`src/c2u_pkg.sv`:
```
`timescale 1ns / 1ps
// ----------------------------------------------------------------------------
// c2u_pkg: shared types and constants
// Widths, UTF-8 length thresholds, lead markers and the encoded
// sequence type used by the codepage to UTF-8 transcoder.
// ----------------------------------------------------------------------------
package c2u_pkg;

   localparam int BYTE_WIDTH  = 8;
   localparam int CP_WIDTH    = 31;
   localparam int TABLE_DEPTH = 256;
   localparam int MAX_SEQ_LEN = 6;
   localparam int LEN_WIDTH   = 3;
   localparam int CONT_BITS   = 6;

   typedef enum logic {
      FUNC_LOAD  = 1'b0,
      FUNC_XLATE = 1'b1
   } func_type;

   localparam logic [CP_WIDTH-1:0] LIMIT_LEN1 = 31'h0000_0080;
   localparam logic [CP_WIDTH-1:0] LIMIT_LEN2 = 31'h0000_0800;
   localparam logic [CP_WIDTH-1:0] LIMIT_LEN3 = 31'h0001_0000;
   localparam logic [CP_WIDTH-1:0] LIMIT_LEN4 = 31'h0020_0000;
   localparam logic [CP_WIDTH-1:0] LIMIT_LEN5 = 31'h0400_0000;

   localparam logic [BYTE_WIDTH-1:0] LEAD_LEN2 = 8'hc0;
   localparam logic [BYTE_WIDTH-1:0] LEAD_LEN3 = 8'he0;
   localparam logic [BYTE_WIDTH-1:0] LEAD_LEN4 = 8'hf0;
   localparam logic [BYTE_WIDTH-1:0] LEAD_LEN5 = 8'hf8;
   localparam logic [BYTE_WIDTH-1:0] LEAD_LEN6 = 8'hfc;
   localparam logic [1:0]            CONT_MARK = 2'b10;

   typedef struct packed {
      logic [LEN_WIDTH-1:0]                     len;
      logic [MAX_SEQ_LEN-1:0][BYTE_WIDTH-1:0]   seq;
   } utf8_seq_type;

endpackage

```
`src/c2u_encoder.sv`:
```
`timescale 1ns / 1ps
// ----------------------------------------------------------------------------
// c2u_encoder: code point to UTF-8 sequence
// Picks the sequence length from the code point and builds the lead
// byte and continuation bytes, lead byte in the lowest lane.
// ----------------------------------------------------------------------------
module c2u_encoder (
   input  logic [c2u_pkg::CP_WIDTH-1:0] code_point,
   output c2u_pkg::utf8_seq_type        seq
);

   logic [c2u_pkg::MAX_SEQ_LEN-2:0][c2u_pkg::BYTE_WIDTH-1:0] cont;
   logic [c2u_pkg::LEN_WIDTH-1:0]                            len;

   always_comb begin
      for (int j = 0; j < c2u_pkg::MAX_SEQ_LEN - 1; j++) begin
         cont[j] = {c2u_pkg::CONT_MARK,
                    code_point[j*c2u_pkg::CONT_BITS +: c2u_pkg::CONT_BITS]};
      end
   end

   always_comb begin
      priority if (code_point < c2u_pkg::LIMIT_LEN1) begin
         len = 3'd1;
      end else if (code_point < c2u_pkg::LIMIT_LEN2) begin
         len = 3'd2;
      end else if (code_point < c2u_pkg::LIMIT_LEN3) begin
         len = 3'd3;
      end else if (code_point < c2u_pkg::LIMIT_LEN4) begin
         len = 3'd4;
      end else if (code_point < c2u_pkg::LIMIT_LEN5) begin
         len = 3'd5;
      end else begin
         len = 3'd6;
      end
   end

   always_comb begin
      seq.len = len;
      seq.seq = '0;
      unique case (len)
         3'd1: begin
            seq.seq[0] = {1'b0, code_point[6:0]};
         end
         3'd2: begin
            seq.seq[0] = c2u_pkg::LEAD_LEN2 | {3'b000, code_point[10:6]};
            seq.seq[1] = cont[0];
         end
         3'd3: begin
            seq.seq[0] = c2u_pkg::LEAD_LEN3 | {4'b0000, code_point[15:12]};
            seq.seq[1] = cont[1];
            seq.seq[2] = cont[0];
         end
         3'd4: begin
            seq.seq[0] = c2u_pkg::LEAD_LEN4 | {5'b00000, code_point[20:18]};
            seq.seq[1] = cont[2];
            seq.seq[2] = cont[1];
            seq.seq[3] = cont[0];
         end
         3'd5: begin
            seq.seq[0] = c2u_pkg::LEAD_LEN5 | {6'b000000, code_point[25:24]};
            seq.seq[1] = cont[3];
            seq.seq[2] = cont[2];
            seq.seq[3] = cont[1];
            seq.seq[4] = cont[0];
         end
         3'd6: begin
            seq.seq[0] = c2u_pkg::LEAD_LEN6 | {7'b0000000, code_point[30]};
            seq.seq[1] = cont[4];
            seq.seq[2] = cont[3];
            seq.seq[3] = cont[2];
            seq.seq[4] = cont[1];
            seq.seq[5] = cont[0];
         end
         default: begin
            seq.seq = '0;
         end
      endcase
   end

endmodule

```
`config.mk`:
```
export PLATFORM = sky130hd
export DESIGN_NAME = c2u_encoder
export DESIGN_NICKNAME = d
export VERILOG_FILES = /design/src/c2u_pkg.sv /design/src/c2u_encoder.sv
export SDC_FILE = /design/constraint.sdc
export NUM_CORES = 1
export LEC_CHECK = 0
export ABC_AREA = 0
export ABC_CLOCK_PERIOD_IN_PS = 3400
export BUFFER_PORTS_ARGS = -buffer_cell sky130_fd_sc_hd__clkbuf_2
export CAP_MARGIN = 20
export CELL_PAD_IN_SITES_DETAIL_PLACEMENT = 1
export CELL_PAD_IN_SITES_GLOBAL_PLACEMENT = 1
export CORE_ASPECT_RATIO = 1.5
export CORE_UTILIZATION = 25
export DETAILED_ROUTE_END_ITERATION = 6
export PLACE_DENSITY_LB_ADDON = 0.1
export SLEW_MARGIN = 10
export SYNTH_ARGS = -nofsm -noshare
export SYNTH_HDL_FRONTEND = slang
export SYNTH_SLANG_ARGS = --single-unit
```
`constraint.sdc`:
```
create_clock -name vclk -period 3.4
set_clock_uncertainty 0.1 [all_clocks]
set_input_delay 0.85 -clock vclk [all_inputs]
set_output_delay 0.85 -clock vclk [all_outputs]
set_load 0.01 [all_outputs]
```
==> out/results.txt <==
DRC: 0
Reg area: 0 µm²
sequential area share after synthesis: 0
CP max FO: 5
DRT iter0 DRCs: 31
Final GP Congestion: 0.8880
CP Class: input pin to output pin
non-filler cells, final: 303
DR top layer: met4
final wirelength: 5675 µm
Vias: 1739
largest area contributor in the netlist: nor2_1
DIE HEIGHT: 76.99 µm
Die W: 51.99 µm
total iterations of the first detailed-routing run: 4
outcome: completed
most common cell after layout, fill and taps aside: clkbuf_2
mapped cell area: 937.1 µm²
hold crit path type: input pin to output pin
Initial Utilization: 0.2692
Reg power frac: 0
Final Util: 0.4950
P&R area growth vs syn: 83.84%
Fmax: 0.2945 GHz
Final nets: 294
post-DR wirelength/cell: 18.73 µm
clkbuf count: 0
CP required: 2.45 ns
max_cap viols: 0
Die ar.: 0.004002 mm²
setup violators final: 0
peak supply drop: 38.63 µV
dpl hpwl: 4594 µm
met3 WL: 219 µm
met2 wire length: 3052 µm
pwr dens: 95.56 mW/mm²
logic gate share of total power: 1.000
Cell variety after synth: 43
ranking of synthesized cells by area: nor2_1 9.6%, a22oi_1 8.8%, a21oi_1 7.5%
max-slew violations: 0
Setup crit start kind: input pin
final antenna-violating net count: 0
# IOs: 82
Worst Path Arrival: 2.45 ns
Final Hold Fails: 0
cts hold-fix bufs: 0
crit-path cells: clkbuf_2 > nor4_1 > buf_4 > nand2_1 > nor3_4 > inv_4 > nor2_4 > a221o_1 > buf_2
slowest library cell on the worst path: nor4_1
cells after synthesis: 155
placed cell count: 300
area of the core: 0.003481 mm²
crit path time final: 3.396 ns
gr ovfl total: 0
NetSw: 0.09361 mW
initial antenna violation count: 0
gr usage total: 0.2741
first-pass GRT wire length: 8507 µm
Sw Share: 0.5686
Synth warnings: 0
largest stage delay on the critical path: 0.33 ns
commonest non-fill, non-tap cells in the layout: 70 x clkbuf_2, 38 x buf_4, 23 x nor2_1
Std-Cell Rows: 26
largest net degree at the start of global routing: 24
filler cell count: 497
flip-flop and latch count: 0
Post-Syn Area per Cell: 6.046 µm²
share of cells above drive strength 1: 0.5441
Clk network pwr share: 0
n_diodes: 0
top cell type's share of synthesized area: 0.09613
Met1 Routed Length: 2278 µm
Final TNS setup: 0 ns
number of global-route vias before repair: 1661
I/O Buffers: 77
CP endpoint kind: output pin
RSZ-0062 raised after global routing: true
number of vias per cell: 5.739
Final Cycle Share: 0.9987
total power: 0.1646 mW
LEAKAGE: 0.8432 nW
Pint: 0.07103 mW
cell families (layout without fill, tap and decap cells):
family | count (synthesis) | count (layout) | synth area share
simple gates | 67 | 67 | 0.3872
other cells | 1 | 5 | 0.004001
mux | 1 | 1 | 0.01068
compound gates | 64 | 64 | 0.4740
buf+inv | 22 | 124 | 0.1242
synth_stat cells, types with 2 or more instances:
| cell type | count |
|---|---|
| nor2_1 | 24 |
| a21oi_1 | 14 |
| nand2_1 | 13 |
| a22oi_1 | 11 |
| a221oi_1 | 8 |
| clkbuf_1 | 8 |
| and2_1 | 7 |
| a22o_1 | 6 |
| o21ai_0 | 6 |
| o21ai_1 | 6 |
| buf_4 | 5 |
| nand3_1 | 3 |
| nor3_1 | 3 |
| nor4_1 | 3 |
| a211o_1 | 2 |
| a21o_1 | 2 |
| a221o_1 | 2 |
| a31oi_1 | 2 |
| and3_1 | 2 |
| buf_2 | 2 |
| inv_1 | 2 |
| inv_4 | 2 |
| or4_1 | 2 |
final timing paths:
kind	start	to	cells after the start	slack, ns
worst min-delay path	code_point[27]	seq[11]	3	1.95
worst max-delay path	code_point[20]	seq[8]	9	0.004
stage by stage:
step / hold slack (ns) / area, µm² / worst slack, ns
detailed placement: 1.942 / 1590 / -0.04442
floorplan: 1.715 / 952.2 / 0.1884
global placement: 1.933 / 1590 / -0.04055
CTS: 1.942 / 1598 / -0.02264
finish: 1.945 / 1723 / 0.004407
global route: 1.967 / 1723 / -0.08226
worst max-delay path: cells and delay by family:
kind / cells / cell delay (ns)
AND/OR/NAND/NOR: 4 / 0.89
buffers and inverters: 4 / 0.51
AO/OA/AOI/OAI: 1 / 0.19
layout make-up:
cell class	count	area [µm²]	area share
Multi-Input combinational cell	137	918.4	0.5330
Timing Repair Buffer	119	728.2	0.4227
Tap cell	42	52.55	0.03050
Inverter	5	23.77	0.01380
per-layer routing:
| metal | global-route usage | vias up |
|---|---|---|
| li1 | - | 796 |
| met1 | 0.3298 | 867 |
| met2 | 0.5115 | 65 |
| met3 | 0.003968 | 11 |
| met4 | 0.06216 | 0 |
| met5 | 0 | - |
timing repair:
action | in CTS | in global routing
resized for setup | 3 | 27
setup buffers | 0 | 3
endpoints found under the hold margin | 0 | 0
pin swaps | 0 | 5
endpoints found under the setup margin | 14 | 20
power by group through the flow:
stage               sequential (mW)  clock [mW]  combinational, mW
finish                            0           0              0.165
global route                      0           0              0.175
CTS                               0           0              0.154
detailed placement                0           0              0.152
global placement                  0           0              0.149
floorplan                         0           0             0.0669
(Power assumes the default switching activity.)
