<file path="src/c2u_pkg.sv">
`timescale 1ns / 1ps
// ----------------------------------------------------------------------------
// c2u_pkg: shared types and constants
// Widths, UTF-8 length thresholds, lead markers and the encoded
// sequence type used by the codepage to UTF-8 transcoder.
// ----------------------------------------------------------------------------
package c2u_pkg;

   localparam int BYTE_WIDTH  = 8;
   localparam int CP_WIDTH    = 31;
   localparam int TABLE_DEPTH = 256;
   localparam int MAX_SEQ_LEN = 6;
   localparam int LEN_WIDTH   = 3;
   localparam int CONT_BITS   = 6;

   typedef enum logic {
      FUNC_LOAD  = 1'b0,
      FUNC_XLATE = 1'b1
   } func_type;

   localparam logic [CP_WIDTH-1:0] LIMIT_LEN1 = 31'h0000_0080;
   localparam logic [CP_WIDTH-1:0] LIMIT_LEN2 = 31'h0000_0800;
   localparam logic [CP_WIDTH-1:0] LIMIT_LEN3 = 31'h0001_0000;
   localparam logic [CP_WIDTH-1:0] LIMIT_LEN4 = 31'h0020_0000;
   localparam logic [CP_WIDTH-1:0] LIMIT_LEN5 = 31'h0400_0000;

   localparam logic [BYTE_WIDTH-1:0] LEAD_LEN2 = 8'hc0;
   localparam logic [BYTE_WIDTH-1:0] LEAD_LEN3 = 8'he0;
   localparam logic [BYTE_WIDTH-1:0] LEAD_LEN4 = 8'hf0;
   localparam logic [BYTE_WIDTH-1:0] LEAD_LEN5 = 8'hf8;
   localparam logic [BYTE_WIDTH-1:0] LEAD_LEN6 = 8'hfc;
   localparam logic [1:0]            CONT_MARK = 2'b10;

   typedef struct packed {
      logic [LEN_WIDTH-1:0]                     len;
      logic [MAX_SEQ_LEN-1:0][BYTE_WIDTH-1:0]   seq;
   } utf8_seq_type;

endpackage

</file>
<file path="src/c2u_rsp_if.sv">
`timescale 1ns / 1ps
// ----------------------------------------------------------------------------
// c2u_rsp_if: response channel
// Valid/ready channel carrying one UTF-8 byte per transfer.
// ----------------------------------------------------------------------------
interface c2u_rsp_if;

   logic                              valid;
   logic                              ready;
   logic [c2u_pkg::BYTE_WIDTH-1:0]    out_byte;
   logic                              last_of_char;
   logic                              string_done;

   modport source (
      output valid, out_byte, last_of_char, string_done,
      input  ready
   );

   modport sink (
      input  valid, out_byte, last_of_char, string_done,
      output ready
   );

endinterface

</file>
<file path="src/c2u_emitter.sv">
`timescale 1ns / 1ps
// ----------------------------------------------------------------------------
// c2u_emitter: UTF-8 byte serializer
// Holds one encoded sequence and drives it onto the response channel
// one byte per transfer, marking the last byte of each character.
// ----------------------------------------------------------------------------
module c2u_emitter (
   input  logic                  clock,
   input  logic                  reset,
   input  logic                  in_valid,
   output logic                  in_ready,
   input  c2u_pkg::utf8_seq_type in_seq,
   input  logic                  in_eos,
   c2u_rsp_if.source             rsp_chan
);

   logic [c2u_pkg::LEN_WIDTH-1:0]                            cnt_ff, cnt_in;
   logic [c2u_pkg::MAX_SEQ_LEN-1:0][c2u_pkg::BYTE_WIDTH-1:0] seq_ff, seq_in;
   logic                                                     eos_ff, eos_in;
   logic                                                     take;
   logic                                                     in_fire;

   assign take     = rsp_chan.valid && rsp_chan.ready;
   assign in_ready = (cnt_ff == '0) || ((cnt_ff == 3'd1) && rsp_chan.ready);
   assign in_fire  = in_valid && in_ready;

   always_comb begin
      cnt_in = cnt_ff;
      seq_in = seq_ff;
      eos_in = eos_ff;
      priority if (in_fire) begin
         cnt_in = in_seq.len;
         seq_in = in_seq.seq;
         eos_in = in_eos;
      end else if (take) begin
         cnt_in = cnt_ff - 3'd1;
         seq_in = seq_ff >> c2u_pkg::BYTE_WIDTH;
      end
   end

   always_ff @(posedge clock) begin
      if (reset) begin
         cnt_ff <= '0;
      end else begin
         cnt_ff <= cnt_in;
      end
      seq_ff <= seq_in;
      eos_ff <= eos_in;
   end

   assign rsp_chan.valid        = (cnt_ff != '0);
   assign rsp_chan.out_byte     = seq_ff[0];
   assign rsp_chan.last_of_char = (cnt_ff == 3'd1);
   assign rsp_chan.string_done  = (cnt_ff == 3'd1) && eos_ff;

   a_cnt_range: assert property (@(posedge clock) disable iff (reset)
      cnt_ff <= 3'd6)
      else $error("emitter byte count out of range");

   a_seq_continues: assert property (@(posedge clock) disable iff (reset)
      take && !rsp_chan.last_of_char |=>
         rsp_chan.valid && (!in_fire || (take && rsp_chan.last_of_char)))
      else $error("sequence interrupted before its last byte");

   a_load_on_last: assert property (@(posedge clock) disable iff (reset)
      in_fire && (cnt_ff != '0) |-> take && rsp_chan.last_of_char)
      else $error("new sequence loaded over undelivered bytes");

endmodule

</file>
<file path="src/flat_wrapper.sv">
// flat-port wrapper written by rule: the top's interface ports become plain ports
module c2u_emitter_flat 
  (clock, reset, in_valid, in_ready, in_seq, in_eos, rsp_chan_valid, rsp_chan_out_byte, rsp_chan_last_of_char, rsp_chan_string_done, rsp_chan_ready);
  c2u_rsp_if rsp_chan_i ();
  input  logic clock;
  input  logic reset;
  input  logic in_valid;
  output logic in_ready;
  input  c2u_pkg::utf8_seq_type in_seq;
  input  logic in_eos;
  output wire logic [$bits(rsp_chan_i.valid)-1:0] rsp_chan_valid;
  output wire logic [$bits(rsp_chan_i.out_byte)-1:0] rsp_chan_out_byte;
  output wire logic [$bits(rsp_chan_i.last_of_char)-1:0] rsp_chan_last_of_char;
  output wire logic [$bits(rsp_chan_i.string_done)-1:0] rsp_chan_string_done;
  input wire logic [$bits(rsp_chan_i.ready)-1:0] rsp_chan_ready;
  assign rsp_chan_valid = rsp_chan_i.valid;
  assign rsp_chan_out_byte = rsp_chan_i.out_byte;
  assign rsp_chan_last_of_char = rsp_chan_i.last_of_char;
  assign rsp_chan_string_done = rsp_chan_i.string_done;
  assign rsp_chan_i.ready = rsp_chan_ready;
  c2u_emitter u_core (.clock(clock), .reset(reset), .in_valid(in_valid), .in_ready(in_ready), .in_seq(in_seq), .in_eos(in_eos), .rsp_chan(rsp_chan_i));
endmodule
</file>
<file path="config.mk">
export PLATFORM = sky130hd
export DESIGN_NAME = c2u_emitter_flat
export DESIGN_NICKNAME = d
export VERILOG_FILES = /design/src/c2u_pkg.sv /design/src/c2u_rsp_if.sv /design/src/c2u_emitter.sv /design/src/flat_wrapper.sv
export SDC_FILE = /design/constraint.sdc
export NUM_CORES = 1
export LEC_CHECK = 0
export BUFFER_PORTS_ARGS = -buffer_cell sky130_fd_sc_hd__buf_4
export CORE_MARGIN = 2
export CORE_UTILIZATION = 56
export CTS_CLUSTER_SIZE = 10
export DETAILED_ROUTE_END_ITERATION = 8
export PLACE_DENSITY = 0.85
export SLEW_MARGIN = 20
export SYNTH_ARGS = -nofsm -noshare
export SYNTH_HDL_FRONTEND = slang
export SYNTH_SLANG_ARGS = --single-unit
</file>
<file path="constraint.sdc">
create_clock -name clock -period 6 [get_ports clock]
set_input_delay 0.9 -clock clock [delete_from_list [all_inputs] [get_ports clock]]
set_output_delay 0.9 -clock clock [all_outputs]
set_load 0.01 [all_outputs]
</file>
==> results.toml <==
[sta]
skew_ns = 0.005414
drv_slew = 0
finalHoldViolations = 0
tns_ns = 0
post-route-period-util = 0.4252
worstMarginPinSlew_ns = 0.9778
min_period_ns = 2.551
grt_setup_unrepaired = "no"
fmax_mhz = 392.0
finalSetupViolations = 0
slew_headroom = 0.3472
fin_ws_ns = 3.449

[logic_synthesis]
synth_cell_type_count = 23
synth-async-reset-ratio = 0
postSynthAreaPerCell_um2 = 17.09
ys_ff_latch = 52
ys.flop_type = "edfxtp_1"
synth-edff-count = 49
ys_seq_area_frac = 0.6179
yosysTopAreaCell = "edfxtp_1"
yosys-top-cells-count = "49 x edfxtp_1, 37 x mux2_4, 9 x and2_1"
netlist_instances = 145
synth_area_um2 = 2479
synthTopCellsByArea = "edfxtp_1 59%, mux2_4 22%, dfxtp_1 2.4%, buf_4 2.4%, and2_1 2.3%"
yosysMostFrequentCell = "edfxtp_1"
synth.net_count = 204
yosys_warnings = 0
yosysTopAreaCellShare = 0.5936

[final_layout]
area_growth_pct = 21.91
final_util = 0.7037
fin_nets = 266
drive_above_1_share = 0.5481
diodes = 0
filler_cell_count = 283
final_area_um2 = 3022

[detailed_routing]
vias_per_cell = 5.215
wl_per_cell_um = 14.91
ant_nets = 0
drt-pass1-iter-count = 4
routed_wirelength_um = 3877
vias = 1356
drc = 0
drt_iter0_markers = 98

[min_path]
holdCritStartpoint = "u_core.cnt_ff[1]$_SDFFE_PP0P_"
min_path_cells = 2
hold_end = "u_core.cnt_ff[1]$_SDFFE_PP0P_"
hold_class = "reg -> reg"

[die]
ios = 68
core_area_um2 = 4294
die_w_um = 70.53
dieArea_um2 = 4974
row_count = 24
start_util = 0.5772
die_y_um = 70.53

[clock_network]
clk_latency_ns = 0.29
htree_levels = 2
cts_setup_buffers = 0
cts-resized-gates = 0
cts-hold-fix-buffers = 0
clkTransAtPathRegs_ns = 0.08
cts.path.max_buffers = 2
cts_tree = "built"
root_buffer = "clkbuf_8"
cts.sinks = 52
cts_buffers = 5

[power_and_ir_drop]
vdd_drop_max_v = 0.0002833
internal_power_mw = 1.137
clockPowerShare = 0.118
swShare = 0.2818
p_comb_frac = 0.420
leakage_nw = 1.336
seq_power_share = 0.461
p_total_mw = 1.583
power_switching_mw = 0.4460
power_density_nw_per_um2 = 523.9

[grt]
grt_usage = 0.1640
grt_max_degree = 51
first_global_vias = 1344
grt_overflow = 0
grt_pass1_wl_um = 6223
antenna_found_initial = 0

[placement]
place_hpwl_um = 2768
place.gp.congestion = 0.7634
numPortBuffers = 67
place_area_um2 = 2938
dpl_worst_slack_ns = 3.125

[worst_setup_path]
worstSetupEndpointType = "flop"
r2r_start = "u_core.cnt_ff[0]$_SDFFE_PP0P_"
rrSetupSlack_ns = 3.48
r2r_end = "u_core.seq_ff[39]$_DFFE_PP_"
path_class = "in -> reg"
worst-path-max-fanout = 25
cp-start-kind = "input pin"
rr_worst_depth = 6
crit_required_ns = 6.04
arrival_ns = 2.60

[flow_run]
drv_cap = 0

[status]
outcome = "completed"
[sequential cells by signal (all words and copies together) (netlist names)]
| name | cells |
|---|---|
| u_core.seq_ff | 40 |
| u_core.rsp_chan.out_byte | 8 |
| u_core.cnt_ff | 3 |
| u_core.eos_ff | 1 |
[routing by layer]
layer,vias to the layer above,part of all wire,GRT usage
li1,651,-,-
met2,50,0.52,0.2715
met3,2,0.078,0.06980
met4,0,0.0049,0.05031
met1,653,0.40,0.1973
met5,-,0,0
[cell families (layout without fill, tap and decap cells)]
logic type / count (synthesis) / count (layout) / synth area share
DFF: 52 / 52 / 0.6179
muxes: 41 / 41 / 0.2418
and+or+nand+nor: 19 / 19 / 0.04190
buffers and inverters: 19 / 82 / 0.05603
adders and majority gates: 3 / 3 / 0.01515
AOI/OAI and AO/OA: 11 / 11 / 0.02726
[area by class of cell]
type	count	area, µm²	area share
Sequential cell	52	1531	0.5068
Inverter	6	22.52	0.007453
Multi-Input combinational cell	74	808.3	0.2675
Timing Repair Buffer	68	510.5	0.1689
Clock buffer	6	72.57	0.02402
Tap cell	52	65.06	0.02153
Clock inverter	2	11.26	0.003727
[cell usage in the layout, fill, tap and decap left out, drive strengths merged]
| cell | count |
|---|---|
| a221oi | 1 |
| o211ai | 2 |
| clkbuf | 6 |
| ha | 3 |
| nand2b | 1 |
| nor2b | 2 |
| clkinvlp | 1 |
| and2 | 9 |
| inv | 6 |
| nor2 | 2 |
| clkinv | 1 |
| o21ai | 3 |
| dfxtp | 3 |
| a21oi | 3 |
| nand2 | 4 |
| mux2i | 1 |
| a31oi | 1 |
| mux2 | 40 |
| o31ai | 1 |
| buf | 68 |
| edfxtp | 49 |
| or2 | 1 |
[per-stage QoR]
stage / hold WS (ns) / cells
after detailed placement: 0.4510 / 252
after floorplan: 0.4303 / 145
after global placement: 0.4417 / 252
after CTS: 0.4630 / 260
final: 0.4609 / 260
after global routing: 0.4848 / 260
[worst max-delay path by stage]
stage | start | end | cells past startpoint | slack, ns
2_1_floorplan | in_valid | u_core.cnt_ff[1]$_SDFFE_PP0P_ | 4 | 3.62
5_1_grt | u_core.cnt_ff[0]$_SDFFE_PP0P_ | u_core.seq_ff[45]$_SDFFCE_PN0P_ | 7 | 3.28
3_3_place_gp | rsp_chan_ready | u_core.seq_ff[39]$_DFFE_PP_ | 5 | 3.20
4_1_cts | rsp_chan_ready | u_core.seq_ff[39]$_DFFE_PP_ | 5 | 3.44
3_5_place_dp | rsp_chan_ready | u_core.seq_ff[39]$_DFFE_PP_ | 5 | 3.12
6_report | rsp_chan_ready | u_core.seq_ff[39]$_DFFE_PP_ | 5 | 3.45
[worst max-delay path: stages]
cell     delay (ns)
buf_4          0.13
a21oi_1        0.14
or2_2          0.54
buf_4          0.50
mux2_1         0.37
[power groups by stage]
stage	clock (mW)	sequential [mW]	combinational (mW)
2_1_floorplan	0	0.720	0.567
3_3_place_gp	0	0.727	0.637
3_5_place_dp	0	0.741	0.670
4_1_cts	0.193	0.732	0.673
5_1_grt	0.210	0.751	0.721
6_report	0.187	0.730	0.665
No activity file was read; power rests on OpenSTA's default activity.
